## src/itp_pkg.sv

```systemverilog
// Shared types, codes and constants of the ISO-TP receive reassembler.
package itp_pkg;

	localparam int MAX_MESSAGE_BYTES = 4095;
	localparam int CMD_DEPTH         = 4;

	localparam int LEN_W   = 12;
	localparam int TIMER_W = 16;
	localparam int ID_W    = 29;
	localparam int CFG_W   = 29;
	localparam int IDX_W   = 3;

	// Upper nibble of the PCI byte.
	localparam logic [3:0] PCI_SINGLE = 4'h0;
	localparam logic [3:0] PCI_FIRST  = 4'h1;
	localparam logic [3:0] PCI_CONSEC = 4'h2;
	localparam logic [7:0] FC_PCI     = 8'h30;

	localparam logic [1:0] KIND_DATA = 2'd0;
	localparam logic [1:0] KIND_FC   = 2'd1;
	localparam logic [1:0] KIND_ERR  = 2'd2;

	localparam logic [2:0] ERR_NONE    = 3'd0;
	localparam logic [2:0] ERR_SF_LEN  = 3'd1;
	localparam logic [2:0] ERR_FF_LEN  = 3'd2;
	localparam logic [2:0] ERR_PCI     = 3'd3;
	localparam logic [2:0] ERR_SEQ     = 3'd4;
	localparam logic [2:0] ERR_TIMEOUT = 3'd5;

	localparam logic [IDX_W-1:0] REG_RECEIVE_ID    = 3'd0;
	localparam logic [IDX_W-1:0] REG_FC_BLOCK_SIZE = 3'd1;
	localparam logic [IDX_W-1:0] REG_FC_SEP_TIME   = 3'd2;
	localparam logic [IDX_W-1:0] REG_TIMEOUT_LIMIT = 3'd3;
	localparam logic [IDX_W-1:0] REG_PADDING_EN    = 3'd4;
	localparam logic [IDX_W-1:0] REG_PADDING_VALUE = 3'd5;

	localparam logic [TIMER_W-1:0] TIMEOUT_RESET = 16'd1000;
	localparam logic [7:0]         PADDING_RESET = 8'hCC;

	localparam logic [3:0] FC_LEN_PADDED   = 4'd8;
	localparam logic [3:0] FC_LEN_UNPADDED = 4'd3;
	localparam logic [3:0] FF_DATA_BYTES   = 4'd6;

	typedef struct packed {
		logic [ID_W-1:0]    receive_id;
		logic [7:0]         block_size;
		logic [7:0]         fc_separation_time;
		logic [TIMER_W-1:0] timeout_limit_ms;
		logic               padding_enable;
		logic [7:0]         padding_value;
	} itp_cfg_t;

	typedef enum logic [1:0] {
		CMD_DATA,
		CMD_FF,
		CMD_ERR
	} cmd_op_t;

	// One queued job for the back end: a run of payload bytes, a first
	// frame with its flow control reply, or an error word.
	typedef struct packed {
		cmd_op_t        op;
		logic [6:0][7:0] data;
		logic [2:0]     ndata;
		logic           data_last;
		logic [2:0]     err;
	} itp_cmd_t;

endpackage

```

## src/itp_front.sv

```systemverilog
// Front end: frame filtering, PCI decoding and reassembly state.
module itp_front (
	input  logic                  clk,
	input  logic                  arst_n,
	input  itp_pkg::itp_cfg_t     cfg,
	input  logic                  push,
	input  logic                  q_full,
	input  logic                  mode,
	input  logic [28:0]           frame_id,
	input  logic [7:0][7:0]       frame_bytes,
	output logic                  cmd_push,
	output itp_pkg::itp_cmd_t     cmd
);
	import itp_pkg::*;

	logic               reassembling_q, reassembling_n;
	logic [LEN_W-1:0]   total_q, total_n;
	logic [LEN_W-1:0]   received_q, received_n;
	logic [3:0]         seq_q, seq_n;
	logic [TIMER_W-1:0] elapsed_q, elapsed_n;

	logic               accept;
	logic [3:0]         pci;
	logic [3:0]         low;
	logic [TIMER_W-1:0] elapsed_inc;
	logic [LEN_W-1:0]   remaining;
	logic [LEN_W-1:0]   ff_total;
	logic               result;

	assign accept = push && !q_full;
	assign pci    = frame_bytes[0][7:4];
	assign low    = frame_bytes[0][3:0];
	assign elapsed_inc = (elapsed_q == '1) ? elapsed_q : elapsed_q + 1'b1;
	assign remaining   = total_q - received_q;
	assign ff_total    = {low, frame_bytes[1]};

	always_comb begin
		reassembling_n = reassembling_q;
		total_n        = total_q;
		received_n     = received_q;
		seq_n          = seq_q;
		elapsed_n      = elapsed_q;
		result         = 1'b0;
		cmd            = '0;
		cmd.op         = CMD_DATA;
		for (int i = 0; i < 7; i++) begin
			cmd.data[i] = frame_bytes[i+1];
		end

		if (mode) begin
			if (reassembling_q) begin
				elapsed_n = elapsed_inc;
				if (elapsed_inc >= cfg.timeout_limit_ms) begin
					result  = 1'b1;
					cmd.op  = CMD_ERR;
					cmd.err = ERR_TIMEOUT;
				end
			end
		end else if (frame_id == cfg.receive_id) begin
			if (reassembling_q) begin
				if (elapsed_q >= cfg.timeout_limit_ms) begin
					result  = 1'b1;
					cmd.op  = CMD_ERR;
					cmd.err = ERR_TIMEOUT;
				end else if (pci == PCI_CONSEC) begin
					result = 1'b1;
					if (low != seq_q) begin
						cmd.op  = CMD_ERR;
						cmd.err = ERR_SEQ;
					end else begin
						cmd.ndata     = (remaining >= LEN_W'(7)) ? 3'd7 : remaining[2:0];
						cmd.data_last = (remaining <= LEN_W'(7));
						received_n    = received_q + LEN_W'(cmd.ndata);
						seq_n         = seq_q + 1'b1;
					end
				end
			end else begin
				result = 1'b1;
				case (pci)
					PCI_SINGLE: begin
						if (low == 4'd0 || low > 4'd7) begin
							cmd.op  = CMD_ERR;
							cmd.err = ERR_SF_LEN;
						end else begin
							cmd.ndata     = low[2:0];
							cmd.data_last = 1'b1;
						end
					end
					PCI_FIRST: begin
						if (ff_total < LEN_W'(8) || ff_total > LEN_W'(MAX_MESSAGE_BYTES)) begin
							cmd.op  = CMD_ERR;
							cmd.err = ERR_FF_LEN;
						end else begin
							cmd.op    = CMD_FF;
							cmd.ndata = FF_DATA_BYTES[2:0];
							for (int i = 0; i < 6; i++) begin
								cmd.data[i] = frame_bytes[i+2];
							end
							reassembling_n = 1'b1;
							total_n        = ff_total;
							received_n     = LEN_W'(6);
							seq_n          = 4'd1;
							elapsed_n      = '0;
						end
					end
					default: begin
						cmd.op  = CMD_ERR;
						cmd.err = ERR_PCI;
					end
				endcase
			end
		end

		// Errors and a completed message both drop back to idle.
		if (cmd.op == CMD_ERR || (result && reassembling_q && cmd.data_last)) begin
			reassembling_n = 1'b0;
			total_n        = '0;
			received_n     = '0;
			seq_n          = 4'd1;
			elapsed_n      = '0;
		end
	end

	assign cmd_push = accept && result;

	always_ff @(posedge clk or negedge arst_n) begin
		if (!arst_n) begin
			reassembling_q <= 1'b0;
			total_q        <= '0;
			received_q     <= '0;
			seq_q          <= 4'd1;
			elapsed_q      <= '0;
		end else if (accept) begin
			reassembling_q <= reassembling_n;
			total_q        <= total_n;
			received_q     <= received_n;
			seq_q          <= seq_n;
			elapsed_q      <= elapsed_n;
		end
	end

endmodule

```

## src/itp_cmd_queue.sv

```systemverilog
// Short command queue between the front end and the back end.
module itp_cmd_queue #(
	parameter int DEPTH = itp_pkg::CMD_DEPTH
) (
	input  logic              clk,
	input  logic              arst_n,
	input  logic              wr_en,
	input  itp_pkg::itp_cmd_t wr_cmd,
	output logic              full,
	input  logic              rd_en,
	output logic              rd_valid,
	output itp_pkg::itp_cmd_t rd_cmd
);
	import itp_pkg::*;

	localparam int PTR_W = (DEPTH > 1) ? $clog2(DEPTH) : 1;
	localparam int CNT_W = $clog2(DEPTH + 1);

	itp_cmd_t         slots_q [DEPTH];
	logic [PTR_W-1:0] wr_ptr_q, rd_ptr_q;
	logic [CNT_W-1:0] count_q;
	logic             do_wr, do_rd;

	assign full     = (count_q == CNT_W'(DEPTH));
	assign rd_valid = (count_q != '0);
	assign rd_cmd   = slots_q[rd_ptr_q];
	assign do_wr    = wr_en && !full;
	assign do_rd    = rd_en && rd_valid;

	always_ff @(posedge clk) begin
		if (do_wr) begin
			slots_q[wr_ptr_q] <= wr_cmd;
		end
	end

	always_ff @(posedge clk or negedge arst_n) begin
		if (!arst_n) begin
			wr_ptr_q <= '0;
			rd_ptr_q <= '0;
			count_q  <= '0;
		end else begin
			if (do_wr) begin
				wr_ptr_q <= (wr_ptr_q == PTR_W'(DEPTH - 1)) ? '0 : wr_ptr_q + 1'b1;
			end
			if (do_rd) begin
				rd_ptr_q <= (rd_ptr_q == PTR_W'(DEPTH - 1)) ? '0 : rd_ptr_q + 1'b1;
			end
			case ({do_wr, do_rd})
				2'b10:   count_q <= count_q + 1'b1;
				2'b01:   count_q <= count_q - 1'b1;
				default: count_q <= count_q;
			endcase
		end
	end

endmodule

```

## src/itp_back.sv

```systemverilog
// Back end: expands queued commands into result words, one per cycle unless the output stalls.
module itp_back (
	input  logic              clk,
	input  logic              arst_n,
	input  itp_pkg::itp_cfg_t cfg,
	input  logic              cmd_valid,
	input  itp_pkg::itp_cmd_t cmd,
	output logic              cmd_pop,
	output logic              empty,
	input  logic              pop,
	output logic [1:0]        kind,
	output logic [7:0]        value,
	output logic              last,
	output logic [2:0]        error_code,
	output logic [3:0]        fc_length
);
	import itp_pkg::*;

	logic [3:0] word_q;
	logic       out_valid_q;
	logic [1:0] kind_q;
	logic [7:0] value_q;
	logic       last_q;
	logic [2:0] err_q;
	logic [3:0] fcl_q;

	logic       load;
	logic [3:0] fclen;
	logic [3:0] nwords;
	logic [3:0] fc_idx;
	logic       end_of_cmd;
	logic [1:0] w_kind;
	logic [7:0] w_value;
	logic       w_last;
	logic [2:0] w_err;
	logic [3:0] w_fcl;

	assign fclen  = cfg.padding_enable ? FC_LEN_PADDED : FC_LEN_UNPADDED;
	assign fc_idx = word_q - FF_DATA_BYTES;

	always_comb begin
		case (cmd.op)
			CMD_ERR: nwords = 4'd1;
			CMD_FF:  nwords = FF_DATA_BYTES + fclen;
			default: nwords = {1'b0, cmd.ndata};
		endcase
	end

	assign end_of_cmd = (word_q == nwords - 1'b1);
	assign load       = cmd_valid && (!out_valid_q || pop);
	assign cmd_pop    = load && end_of_cmd;

	always_comb begin
		w_kind  = KIND_DATA;
		w_value = cmd.data[word_q[2:0]];
		w_last  = 1'b0;
		w_err   = ERR_NONE;
		w_fcl   = 4'd0;
		if (cmd.op == CMD_ERR) begin
			w_kind  = KIND_ERR;
			w_value = 8'd0;
			w_err   = cmd.err;
		end else if (word_q < {1'b0, cmd.ndata}) begin
			w_last = cmd.data_last && end_of_cmd;
		end else begin
			w_kind = KIND_FC;
			w_fcl  = fclen;
			w_last = end_of_cmd;
			case (fc_idx[2:0])
				3'd0:    w_value = FC_PCI;
				3'd1:    w_value = cfg.block_size;
				3'd2:    w_value = cfg.fc_separation_time;
				default: w_value = cfg.padding_value;
			endcase
		end
	end

	always_ff @(posedge clk or negedge arst_n) begin
		if (!arst_n) begin
			word_q      <= '0;
			out_valid_q <= 1'b0;
		end else begin
			if (load) begin
				word_q      <= end_of_cmd ? '0 : word_q + 1'b1;
				out_valid_q <= 1'b1;
			end else if (pop) begin
				out_valid_q <= 1'b0;
			end
		end
	end

	always_ff @(posedge clk) begin
		if (load) begin
			kind_q  <= w_kind;
			value_q <= w_value;
			last_q  <= w_last;
			err_q   <= w_err;
			fcl_q   <= w_fcl;
		end
	end

	assign empty      = !out_valid_q;
	assign kind       = kind_q;
	assign value      = value_q;
	assign last       = last_q;
	assign error_code = err_q;
	assign fc_length  = fcl_q;

endmodule

```

## src/isotp_receive_reassembler.sv

```systemverilog
// Top level of the ISO-TP receive reassembler: configuration and wiring.
//
// Channel    Direction  Handshake             Word
// input      in         push / full           mode, frame_id, frame_byte0..7
// result     out        empty / pop           kind, value, last, error_code, fc_length
// config     in         cfg_valid / cfg_ready cfg_index, cfg_data
//
// The front end takes one frame or tick in every cycle while the command queue
// has room; its reassembly state is updated in that same cycle. The back end
// drives one result word per cycle, while the result side does not stall, from
// the head of the queue into the output register; a frame yields 1 to 14 words,
// a first frame with padded flow control being the longest.
// A frame or tick that yields nothing never enters the queue. Either side may
// stall freely; the queue and the output register absorb the difference.
// Reset clears the reassembly state, empties the queue and the output register and
// loads the configuration defaults. The configuration port is always ready.
module isotp_receive_reassembler #(
	parameter int CMD_DEPTH = itp_pkg::CMD_DEPTH
) (
	input  logic                     clk,
	input  logic                     arst_n,
	input  logic                     push,
	output logic                     full,
	input  logic                     mode,
	input  logic [28:0]              frame_id,
	input  logic [7:0]               frame_byte0,
	input  logic [7:0]               frame_byte1,
	input  logic [7:0]               frame_byte2,
	input  logic [7:0]               frame_byte3,
	input  logic [7:0]               frame_byte4,
	input  logic [7:0]               frame_byte5,
	input  logic [7:0]               frame_byte6,
	input  logic [7:0]               frame_byte7,
	output logic                     empty,
	input  logic                     pop,
	output logic [1:0]               kind,
	output logic [7:0]               value,
	output logic                     last,
	output logic [2:0]               error_code,
	output logic [3:0]               fc_length,
	input  logic                     cfg_valid,
	output logic                     cfg_ready,
	input  logic [itp_pkg::IDX_W-1:0] cfg_index,
	input  logic [itp_pkg::CFG_W-1:0] cfg_data
);
	import itp_pkg::*;

	itp_cfg_t        cfg_q;
	logic [7:0][7:0] frame_bytes;
	logic            cmd_push;
	itp_cmd_t        front_cmd;
	logic            q_full;
	logic            q_valid;
	logic            q_pop;
	itp_cmd_t        head_cmd;

	assign cfg_ready = 1'b1;
	assign full      = q_full;

	assign frame_bytes = {frame_byte7, frame_byte6, frame_byte5, frame_byte4,
	                      frame_byte3, frame_byte2, frame_byte1, frame_byte0};

	// Register writes; an index past the last register is accepted and dropped.
	always_ff @(posedge clk or negedge arst_n) begin
		if (!arst_n) begin
			cfg_q.receive_id         <= '0;
			cfg_q.block_size         <= '0;
			cfg_q.fc_separation_time <= '0;
			cfg_q.timeout_limit_ms   <= TIMEOUT_RESET;
			cfg_q.padding_enable     <= 1'b1;
			cfg_q.padding_value      <= PADDING_RESET;
		end else if (cfg_valid && cfg_ready) begin
			case (cfg_index)
				REG_RECEIVE_ID:    cfg_q.receive_id         <= cfg_data[ID_W-1:0];
				REG_FC_BLOCK_SIZE: cfg_q.block_size         <= cfg_data[7:0];
				REG_FC_SEP_TIME:   cfg_q.fc_separation_time <= cfg_data[7:0];
				REG_TIMEOUT_LIMIT: cfg_q.timeout_limit_ms   <= cfg_data[TIMER_W-1:0];
				REG_PADDING_EN:    cfg_q.padding_enable     <= cfg_data[0];
				REG_PADDING_VALUE: cfg_q.padding_value      <= cfg_data[7:0];
				default: ;
			endcase
		end
	end

	itp_front u_front (
		.clk         (clk),
		.arst_n      (arst_n),
		.cfg         (cfg_q),
		.push        (push),
		.q_full      (q_full),
		.mode        (mode),
		.frame_id    (frame_id),
		.frame_bytes (frame_bytes),
		.cmd_push    (cmd_push),
		.cmd         (front_cmd)
	);

	itp_cmd_queue #(
		.DEPTH (CMD_DEPTH)
	) u_queue (
		.clk      (clk),
		.arst_n   (arst_n),
		.wr_en    (cmd_push),
		.wr_cmd   (front_cmd),
		.full     (q_full),
		.rd_en    (q_pop),
		.rd_valid (q_valid),
		.rd_cmd   (head_cmd)
	);

	itp_back u_back (
		.clk        (clk),
		.arst_n     (arst_n),
		.cfg        (cfg_q),
		.cmd_valid  (q_valid),
		.cmd        (head_cmd),
		.cmd_pop    (q_pop),
		.empty      (empty),
		.pop        (pop),
		.kind       (kind),
		.value      (value),
		.last       (last),
		.error_code (error_code),
		.fc_length  (fc_length)
	);

endmodule

```

## config.mk

```make
export PLATFORM = sky130hd
export DESIGN_NAME = isotp_receive_reassembler
export DESIGN_NICKNAME = d
export VERILOG_FILES = /design/src/itp_pkg.sv /design/src/itp_front.sv /design/src/itp_cmd_queue.sv /design/src/itp_back.sv /design/src/isotp_receive_reassembler.sv
export SDC_FILE = /design/constraint.sdc
export NUM_CORES = 1
export LEC_CHECK = 0
export BUFFER_PORTS_ARGS = -buffer_cell sky130_fd_sc_hd__buf_2
export CAP_MARGIN = 20
export CORE_MARGIN = 3
export CORE_UTILIZATION = 40
export DETAILED_ROUTE_END_ITERATION = 12
export GPL_ROUTABILITY_DRIVEN = 0
export HOLD_SLACK_MARGIN = 0.1
export SYNTH_ARGS = -nofsm -noshare
export SYNTH_HDL_FRONTEND = slang
export SYNTH_HIERARCHICAL = 1
export SYNTH_SLANG_ARGS = --single-unit
```

## constraint.sdc

```tcl
create_clock -name clk -period 7.8 [get_ports clk]
set_input_delay 0.39 -clock clk [delete_from_list [all_inputs] [get_ports clk]]
set_output_delay 0.39 -clock clk [all_outputs]
set_load 0.01 [all_outputs]
```

Word-level counts from Yosys, hierarchy flattened
Memory sizes are Yosys's and may differ from the RTL's.
Index checks and enable logic that the tools add are counted.
- $add $sub $neg: 12
- $lt $le $gt $ge: 9
- eq/ne operators: 31
- multiplexer cells: 93
- reductions and logical operators: 38
- operators by type and width (operator ; count):
    2-to-1 mux 12 bit ; 15
    2-to-1 mux 16 bit ; 8
    2-to-1 mux 48 bit ; 2
    2-to-1 mux 4 bit ; 14
    2-to-1 mux 55 bit ; 1
    2-to-1 mux 52 bit ; 1
    2-to-1 mux 51 bit ; 1
    >= comparator 16 bit ; 2
    == test 29 bit ; 1
    2-to-1 mux 2 bit ; 13
    binary-select mux 8 bit (select 3 bit) ; 1
    one-hot mux 8 bit (3 select lines) ; 1
    2-to-1 mux 1 bit ; 21
    2-to-1 mux 3 bit ; 6
    one-hot mux 3 bit (2 select lines) ; 3
    adder 16 x 1 -> 16 bit (second input constant) ; 1
    == test 16 bit (second input constant) ; 1
    2-to-1 mux 8 bit ; 2
    != test 3 bit (second input constant) ; 5
    2-to-1 mux 7 bit ; 2
    adder 12 x 3 -> 12 bit ; 1
    >= comparator 12 x 3 -> 1 bit (second input constant) ; 1
    > comparator 12 bit (second input constant) ; 1
    <= comparator 12 x 3 -> 1 bit (second input constant) ; 1
    other kinds (39) ; 78
- flip-flop bits (word level): 145
- RAM bits: 260
- memories kept: 1
- memory list (memory ; words ; width ; read ports ; clocked after Yosys merged registers in ; wr ports ; line ; source):
    u_queue.slots_q ; 4 ; 65 ; 1 ; 0 ; 1 ; itp_cmd_queue.sv:19 ; itp_cmd_t slots_q [DEPTH];

Longest topological paths before layout
Gate-level depths: netlist of the first run.
- depth in word-level cells: 13
- mapped depth: 25
- depth with buffers taken out: 23

By module
Netlist of the first run, hierarchy kept.
- modules (own cells, without submodules) (module ; instances ; cells an instance ; area each (um2) ; sequential area each (um2)):
    itp_cmd_queue ; 1 ; 380 ; 9855.7 ; 7982.7
    itp_front ; 1 ; 699 ; 5114.9 ; 1127.3
    isotp_receive_reassembler ; 1 ; 154 ; 2717.6 ; 1765.4
    itp_back ; 1 ; 179 ; 1719.1 ; 605.6

Worst setup path before layout of the first run
No wires, ideal clock.
- kind: register to register
- from: reg u_front.elapsed_q[3]
- to: mem u_queue/slots_q[0][0] (netlist name), enable pin
- setup time: 430 ps
- arrival: 5194 ps
- data required time: 7370 ps
- path slack: 2176 ps
- stages on the path, launching flop included: 20
- path buffers: 2
- clock period less this slack: 5624 ps
- cell sequence: dfrtp_1 buf_2 and4_1 nand4_1 or2_2 nor3_1 nor2_1 nand4_1 xnor2_1 ha_1 nand4_1 nor2_1 o2111ai_1 o211ai_1 and3_1 clkbuf_1 a21oi_1 nor2_1 nor2b_1 and2_1
- cells in the longest elaborated chain, start to end: 10
- ends and longest elaborated chain (item ; line ; source):
    start: declaration ; itp_front.sv:20 ; logic [TIMER_W-1:0] elapsed_q, elapsed_n;
    start signal: assignment ; itp_front.sv:138 ; elapsed_q <= elapsed_n;
    adder 16 x 1 -> 16 bit / == test 16 bit (equally long branches) ; itp_front.sv:33 ; assign elapsed_inc = (elapsed_q == '1) ? elapsed_q : elapsed_q + 1'b1;
    2-to-1 mux 16 bit ; itp_front.sv:33 ;
    >= comparator 16 bit ; itp_front.sv:53 ; if (elapsed_inc >= cfg.timeout_limit_ms) begin
    2-to-1 mux 1 bit ; itp_front.sv:53 ;
    2-to-1 mux 1 bit ; itp_front.sv:51 ; if (reassembling_q) begin
    2-to-1 mux 1 bit * ; itp_front.sv:50 ; if (mode) begin
    logical AND 1 bit * ; itp_front.sv:124 ; assign cmd_push = accept && result;
    net cmd_push ; isotp_receive_reassembler.sv:50 ; logic cmd_push;
    logical AND 1 bit * ; itp_cmd_queue.sv:27 ; assign do_wr = wr_en && !full;
    2-to-1 mux 1 bit * ; itp_cmd_queue.sv:31 ; if (do_wr) begin
    2-to-1 mux 1 bit (implied by the code) * ; itp_cmd_queue.sv:32 ; slots_q[wr_ptr_q] <= wr_cmd;
    end: declaration ; itp_cmd_queue.sv:19 ;
The timed path passes the listed nets; every way through them passes the cells marked *.

Worst setup path after layout of the first run
- from: reg u_front.elapsed_q[3]
- to: mem u_queue/slots_q[3][36] (netlist name), enable pin
The elaborated chain is that of the path after synthesis.

==> impl_metrics.json, run 1 <==
{
  "start_util_pct": 40.56,
  "postRouteAntennaNets": 0,
  "period_share_pct": 76.13,
  "crit_required_ns": 8.05,
  "final_cells": 2246,
  "clock_skew_ns": 0.01678,
  "htreeDepth": 2,
  "yosysTopAreaCellShare_pct": 42.71,
  "grt_start_max_net_pins": 53,
  "dp_hpwl_um": 30370,
  "nets": 1794,
  "synthToLayoutAreaGrowth_pct": 15.42,
  "synth_edf_count": 276,
  "io_pins": 152,
  "synthFlopType": "edfxtp_1",
  "ys_ff_latch": 403,
  "ys_types": 78,
  "synth-seq-area-share_pct": 59.16,
  "port_buffers": 149,
  "setup_violations": 0,
  "grt.total_usage_pct": 17.66,
  "antenna_found_initial": 1,
  "fin_ws_ns": 1.862,
  "multi_input_comb_area_mm2": 0.007269,
  "fin_tns_setup_ns": 0,
  "maxCapViolCount": 0,
  "crit_type": "reg2reg",
  "synth_top_cells_by_count": "276 x edfxtp_1, 187 x nand2_1, 115 x dfrtp_1",
  "syn_nets": 1609,
  "slew_headroom_pct": 30.81,
  "r2r-start": "u_front/elapsed_q[3]",
  "wl_um": 45050,
  "vias": 12170,
  "overflow": 0,
  "synth-async-reset-ratio_pct": 31.51,
  "cts_buffers": 44,
  "drc_errors": 0,
  "reg2reg_depth": 18,
  "worst-path-max-fanout": 34,
  "row_count": 80,
  "p_leak_nw": 8.674,
  "core-area_mm2": 0.04785,
  "synthCells": 1412,
  "ir_drop_mv": 0.1620,
  "cts_resized": 0,
  "cts-hold-fix-buffers": 37,
  "syn-cell-area_mm2": 0.01941,
  "nFillCells": 4291,
  "grt_pass1_wl_um": 70320,
  "placedCellCount": 2129,
  "yosys_warnings": 6,
  "clk_path_buf_depth": 3,
  "die_y_um": 226.3,
  "r2r_end": "u_queue/slots_q[3][36]",
  "dp_worst_setup_slack_ns": 1.933,
  "fmax_ghz": 0.1684,
  "fp.dieW_um": 226.3,
  "worstMarginPinSlew_ns": 1.038,
  "seq_area_mm2": 0.01149,
  "synth_area_leaders": "edfxtp_1 43%, dfrtp_1 15%, mux4_2 8.5%, ha_1 4.1%, mux2_2 4.0%",
  "cts_setup_buffers": 0,
  "clkTransAtPathRegs_ns": 0.06,
  "status": "finished clean",
  "first_global_vias": 12500,
  "first_pass_iters": 5,
  "min_path_cells": 2,
  "clock-root-buffer": "clkbuf_16",
  "hold_class": "in2reg",
  "yosys.area.top_type": "edfxtp_1",
  "cts.sinks": 403,
  "arrival_ns": 6.19,
  "timing.hold.worst.start": "cfg_data[1]",
  "drive_above_1_share_pct": 25.15,
  "finalCriticalPeriod_ns": 5.938,
  "rsz0062_at_grt": "no",
  "insertion_delay_ns": 0.57,
  "r2r_setup_slack_ns": 1.86,
  "wl_per_cell_um": 20.06,
  "fp.dieArea_mm2": 0.05120,
  "drv_slew": 0,
  "synth_most_common_cell": "edfxtp_1",
  "syn_area_per_cell_um2": 13.74,
  "drt_iter0_drc": 879,
  "p_per_area_mw_per_mm2": 283.3,
  "hold_path_end": "cfg_q[42]",
  "worstSetupStartpointType": "flip-flop",
  "cts_tree": "done",
  "via_per_inst": 5.419,
  "cp-end-kind": "flip-flop",
  "hold_violations": 0
}
-- worst max path at each step --
stage | start | cells after the start | to | slack (ns)
finish | u_front/elapsed_q[3] | 18 | u_queue/slots_q[3][36] | 1.86
global route | u_front/elapsed_q[3] | 18 | u_queue/slots_q[3][19] | 1.36
floorplan | u_front/elapsed_q[3] | 19 | u_queue/slots_q[0][0] | 2.18
CTS | u_front/elapsed_q[3] | 18 | u_queue/slots_q[3][13] | 1.89
detailed placement | u_front/elapsed_q[3] | 18 | u_queue/slots_q[3][30] | 1.93
global placement | u_front/elapsed_q[3] | 18 | u_queue/slots_q[3][33] | 1.97
-- where the power goes --
group          internal (mW)  total [mW]  switching (mW)
logic                  0.818        1.72           0.901
clock network           1.11        1.95           0.838
registers               2.49        2.68           0.188
total                   4.42        6.35            1.93
-- placed cells by master (no fill, tap or decap), types with 21 or more instances in the layout --
cell type,count
a21oi_1,57
xor2_1,21
dfrtp_1,113
o21ai_0,26
clkbuf_16,45
nor2_1,80
nand2_1,186
inv_1,57
xnor2_1,39
mux4_2,73
buf_2,148
edfxtp_1,276
mux2_2,69
ha_1,63
dlygate4sd3_1,37
-- kinds of logic after synthesis --
group | share of synthesized area (%)
compound gates | 6.802
xor+xnor | 2.708
fa+ha+maj | 4.371
buf+inv | 3.449
flops | 59.16
mux | 13.73
other cells | 0.03870
simple gates | 9.748
-- cell type report --
| class | instances | share of cell area [%] |
|---|---|---|
| timing repair buffer | 206 | 5.776 |
| tap | 615 | 3.435 |
| clock inverter | 20 | 0.7541 |
| multi-input combinational | 883 | 32.45 |
| antenna | 1 | 0.01117 |
| clock buffer | 59 | 5.306 |
| sequential | 403 | 51.28 |
| inverter | 59 | 0.9887 |
-- critical path, cell delays in order (launching register included) --
cell and delay, ns:
dfrtp_1 0.51, and4_1 0.32, nand4_1 0.16, or2_2 0.35
nor3_1 0.58, nor2_1 0.26, nand4_1 0.17, xnor2_1 0.09
ha_1 0.30, nand4_1 0.12, nor2_1 0.11, o2111ai_1 0.12
o211ai_1 0.32, and3_1 0.38, a21oi_1 0.09, nor2_1 0.10
nor2b_1 0.39, and2_2 0.91, buf_12 0.31
-- state kept, by name, summed over array words and instances (netlist names) --
| register | cells |
|---|---|
| cfg_q | 70 |
| u_back/error_code | 3 |
| u_back/fc_length | 2 |
| u_back/kind | 2 |
| u_back/last | 1 |
| u_back/out_valid_q | 1 |
| u_back/value | 8 |
| u_back/word_q | 4 |
| u_front/elapsed_q | 16 |
| u_front/reassembling_q | 1 |
| u_front/received_q | 12 |
| u_front/seq_q | 4 |
| u_front/total_q | 12 |
| u_queue/count_q | 3 |
| u_queue/rd_ptr_q | 2 |
| u_queue/slots_q | 260 |
| u_queue/wr_ptr_q | 2 |
-- metal layers --
layer,global-route usage (%),share of wire (%)
met5,0,0
met4,4.135,1.6
met3,3.017,5.2
met2,29.20,48
met1,24.59,45
-- stage by stage --
stage | utilization [%] | hold WS, ns | cell area, um^2 | power, mW
6_report | 46.82 | 0.1442 | 22400 | 6.346
5_1_grt | 46.81 | 0.1247 | 22400 | 6.700
4_1_cts | 46.81 | 0.1130 | 22400 | 6.431
3_5_place_dp | 43.20 | 0.3433 | 20670 | 4.441
3_3_place_gp | 43.20 | 0.3333 | 20670 | 4.406
2_1_floorplan | - | 0.09441 | 19410 | 3.983
Power figures use the tool's default switching activity.
==> run 2: changes to the inputs <==
==> constraint.sdc (replaced) <==
create_clock -name clk -period 5 [get_ports clk]
set_input_delay 0.25 -clock clk [delete_from_list [all_inputs] [get_ports clk]]
set_output_delay 0.25 -clock clk [all_outputs]
set_load 0.01 [all_outputs]
==> impl_metrics.json, run 2 (synthesized netlist as in run 1, its figures left out) <==
{
  "slew_headroom_pct": 36.72,
  "hold_path_end": "u_queue/slots_q[0][16]",
  "wl_um": 45970,
  "cts_tree": "done",
  "crit_type": "reg2reg",
  "clkTransAtPathRegs_ns": 0.06,
  "antennaDiodeCount": 0,
  "min_path_cells": 3,
  "fin_tns_setup_ns": 0,
  "worstMarginPinSlew_ns": 0.9492,
  "io_pins": 152,
  "largest_reg_flops": 260,
  "reg2reg_depth": 23,
  "antenna_found_initial": 1,
  "drive_above_1_share_pct": 24.78,
  "htreeDepth": 2,
  "cp_slowest_stage_delay_ns": 0.44,
  "die_y_um": 226.3,
  "core-area_mm2": 0.04785,
  "rsz0062_at_grt": "no",
  "wl_per_cell_um": 19.76,
  "most-common-layout-cells": "276 x edfxtp_1, 186 x nand2_1, 148 x buf_2, 113 x dfrtp_1, 104 x dlygate4sd3_1",
  "insertion_delay_ns": 0.57,
  "reg_top3": "u_queue/slots_q: 260 flops, cfg_q: 70 flops, u_front/elapsed_q: 16 flops",
  "r2r_setup_slack_ns": 0.40,
  "vias": 12450,
  "p_per_area_mw_per_mm2": 429.4,
  "dp_hpwl_um": 30930,
  "crit_required_ns": 5.48,
  "arrival_ns": 5.08,
  "cts_resized": 0,
  "p_leak_nw": 9.031,
  "maxCapViolCount": 0,
  "first_pass_iters": 8,
  "grt.total_usage_pct": 18.15,
  "r2r_end": "u_queue/count_q[2]",
  "clk_path_buf_depth": 3,
  "fmax_ghz": 0.2174,
  "overflow": 0,
  "period_share_pct": 91.99,
  "first_global_vias": 12950,
  "timing.hold.worst.start": "frame_byte3[1]",
  "via_per_inst": 5.354,
  "drc_errors": 0,
  "synthToLayoutAreaGrowth_pct": 19.57,
  "cts_buffers": 43,
  "cts.sinks": 403,
  "hold_violations": 0,
  "start_util_pct": 40.56,
  "row_count": 80,
  "dp_worst_setup_slack_ns": 0.4563,
  "r2r-start": "u_front/elapsed_q[4]",
  "setup_violations": 0,
  "worstSetupStartpointType": "flip-flop",
  "clock-root-buffer": "clkbuf_16",
  "drt_iter0_drc": 858,
  "grt_pass1_wl_um": 72130,
  "fin_ws_ns": 0.4007,
  "grt_start_max_net_pins": 83,
  "critical_path.slowest_cell": "dfrtp_1",
  "largest-register": "u_queue/slots_q",
  "path_cells": "and4_1, nand4_1, or2_2, nor3_1, nor2_1, nand4_1, xnor2_1, ha_1, nand4_1, nor3_1, nor3_1, o211ai_1, and3_1, a21oi_1, nor2_1, nor2b_1, inv_1, ha_1, inv_1, fa_1, xor2_1, nor2_1, xor2_1",
  "final_common_cell": "edfxtp_1",
  "worst-path-max-fanout": 6,
  "fp.dieArea_mm2": 0.05120,
  "fp.dieW_um": 226.3,
  "port_buffers": 149,
  "drv_slew": 0,
  "status": "finished clean",
  "postRouteAntennaNets": 0,
  "nets": 1873,
  "hold_class": "in2reg",
  "clock_skew_ns": 0.02043,
  "finalCriticalPeriod_ns": 4.599,
  "ir_drop_mv": 0.3147,
  "cp-end-kind": "flip-flop"
}
==> run 2: stage by stage <==
step / std cells / hold slack [ns] / power, mW / util, % / area (um^2)
6_report: 2326 / 0.1235 / 9.964 / 48.50 / 23210
5_1_grt: 2326 / 0.1375 / 10.53 / 48.50 / 23210
4_1_cts: 2326 / 0.1013 / 10.10 / 48.50 / 23210
3_5_place_dp: 2142 / 0.3570 / 6.957 / 43.49 / 20810
3_3_place_gp: 2142 / 0.3607 / 6.922 / 43.49 / 20810
2_1_floorplan: 1412 / -0.04559 / 6.214 / - / 19410
==> run 2: cell type report <==
cell class              instances  area, um^2
inverters                      59       221.5
repair buffers                286        2103
multi-input cells             883        7269
fillers                      4207       24640
clock buffers                  61        1164
clock inverters                19       192.7
well taps                     615       769.5
flip-flops and latches        403       11490
==> run 2: repair_timing <==
action | 4_1_cts | 5_1_grt
buffers inserted | 0 | 0
hold buffers | 104 | 0
hold endpoints to repair | 366 | 0
==> run 2: worst max-delay path, delay by kind of cell (launching register included) <==
kind            cells  cell delay (ns)
compound gates      2             0.28
fa+ha+maj           3             0.88
flops               1             0.44
xor+xnor            3             0.46
buf+inv             2             0.12
simple gates       13             2.34
==> run 2: worst max path at each step <==
stage,slack (ns),startpoint,end
final,0.40,u_front/elapsed_q[4],u_queue/count_q[2]
after global routing,0.08,u_front/elapsed_q[4],u_queue/count_q[2]
after CTS,0.41,u_front/elapsed_q[4],u_queue/count_q[2]
after detailed placement,0.46,u_front/elapsed_q[4],u_queue/count_q[2]
after global placement,0.54,u_front/elapsed_q[4],u_queue/count_q[2]
after floorplan,0.07,u_front/elapsed_q[3],u_queue/slots_q[0][0]
==> run 2: routing by layer <==
metal | global-route usage, % | up-vias | routed length, um
li1 | - | 5827 | -
met1 | 24.41 | 6267 | 20380
met2 | 31.30 | 307 | 22600
met3 | 3.120 | 52 | 2342
met4 | 3.606 | 0 | 643
met5 | 0 | - | 0
==> run 2: where the power goes <==
part	switching [mW]	internal [mW]	total (mW)
combinational	1.49	1.33	2.82
sequential	0.218	3.89	4.10
clock	1.30	1.75	3.04
total	3.01	6.96	9.96
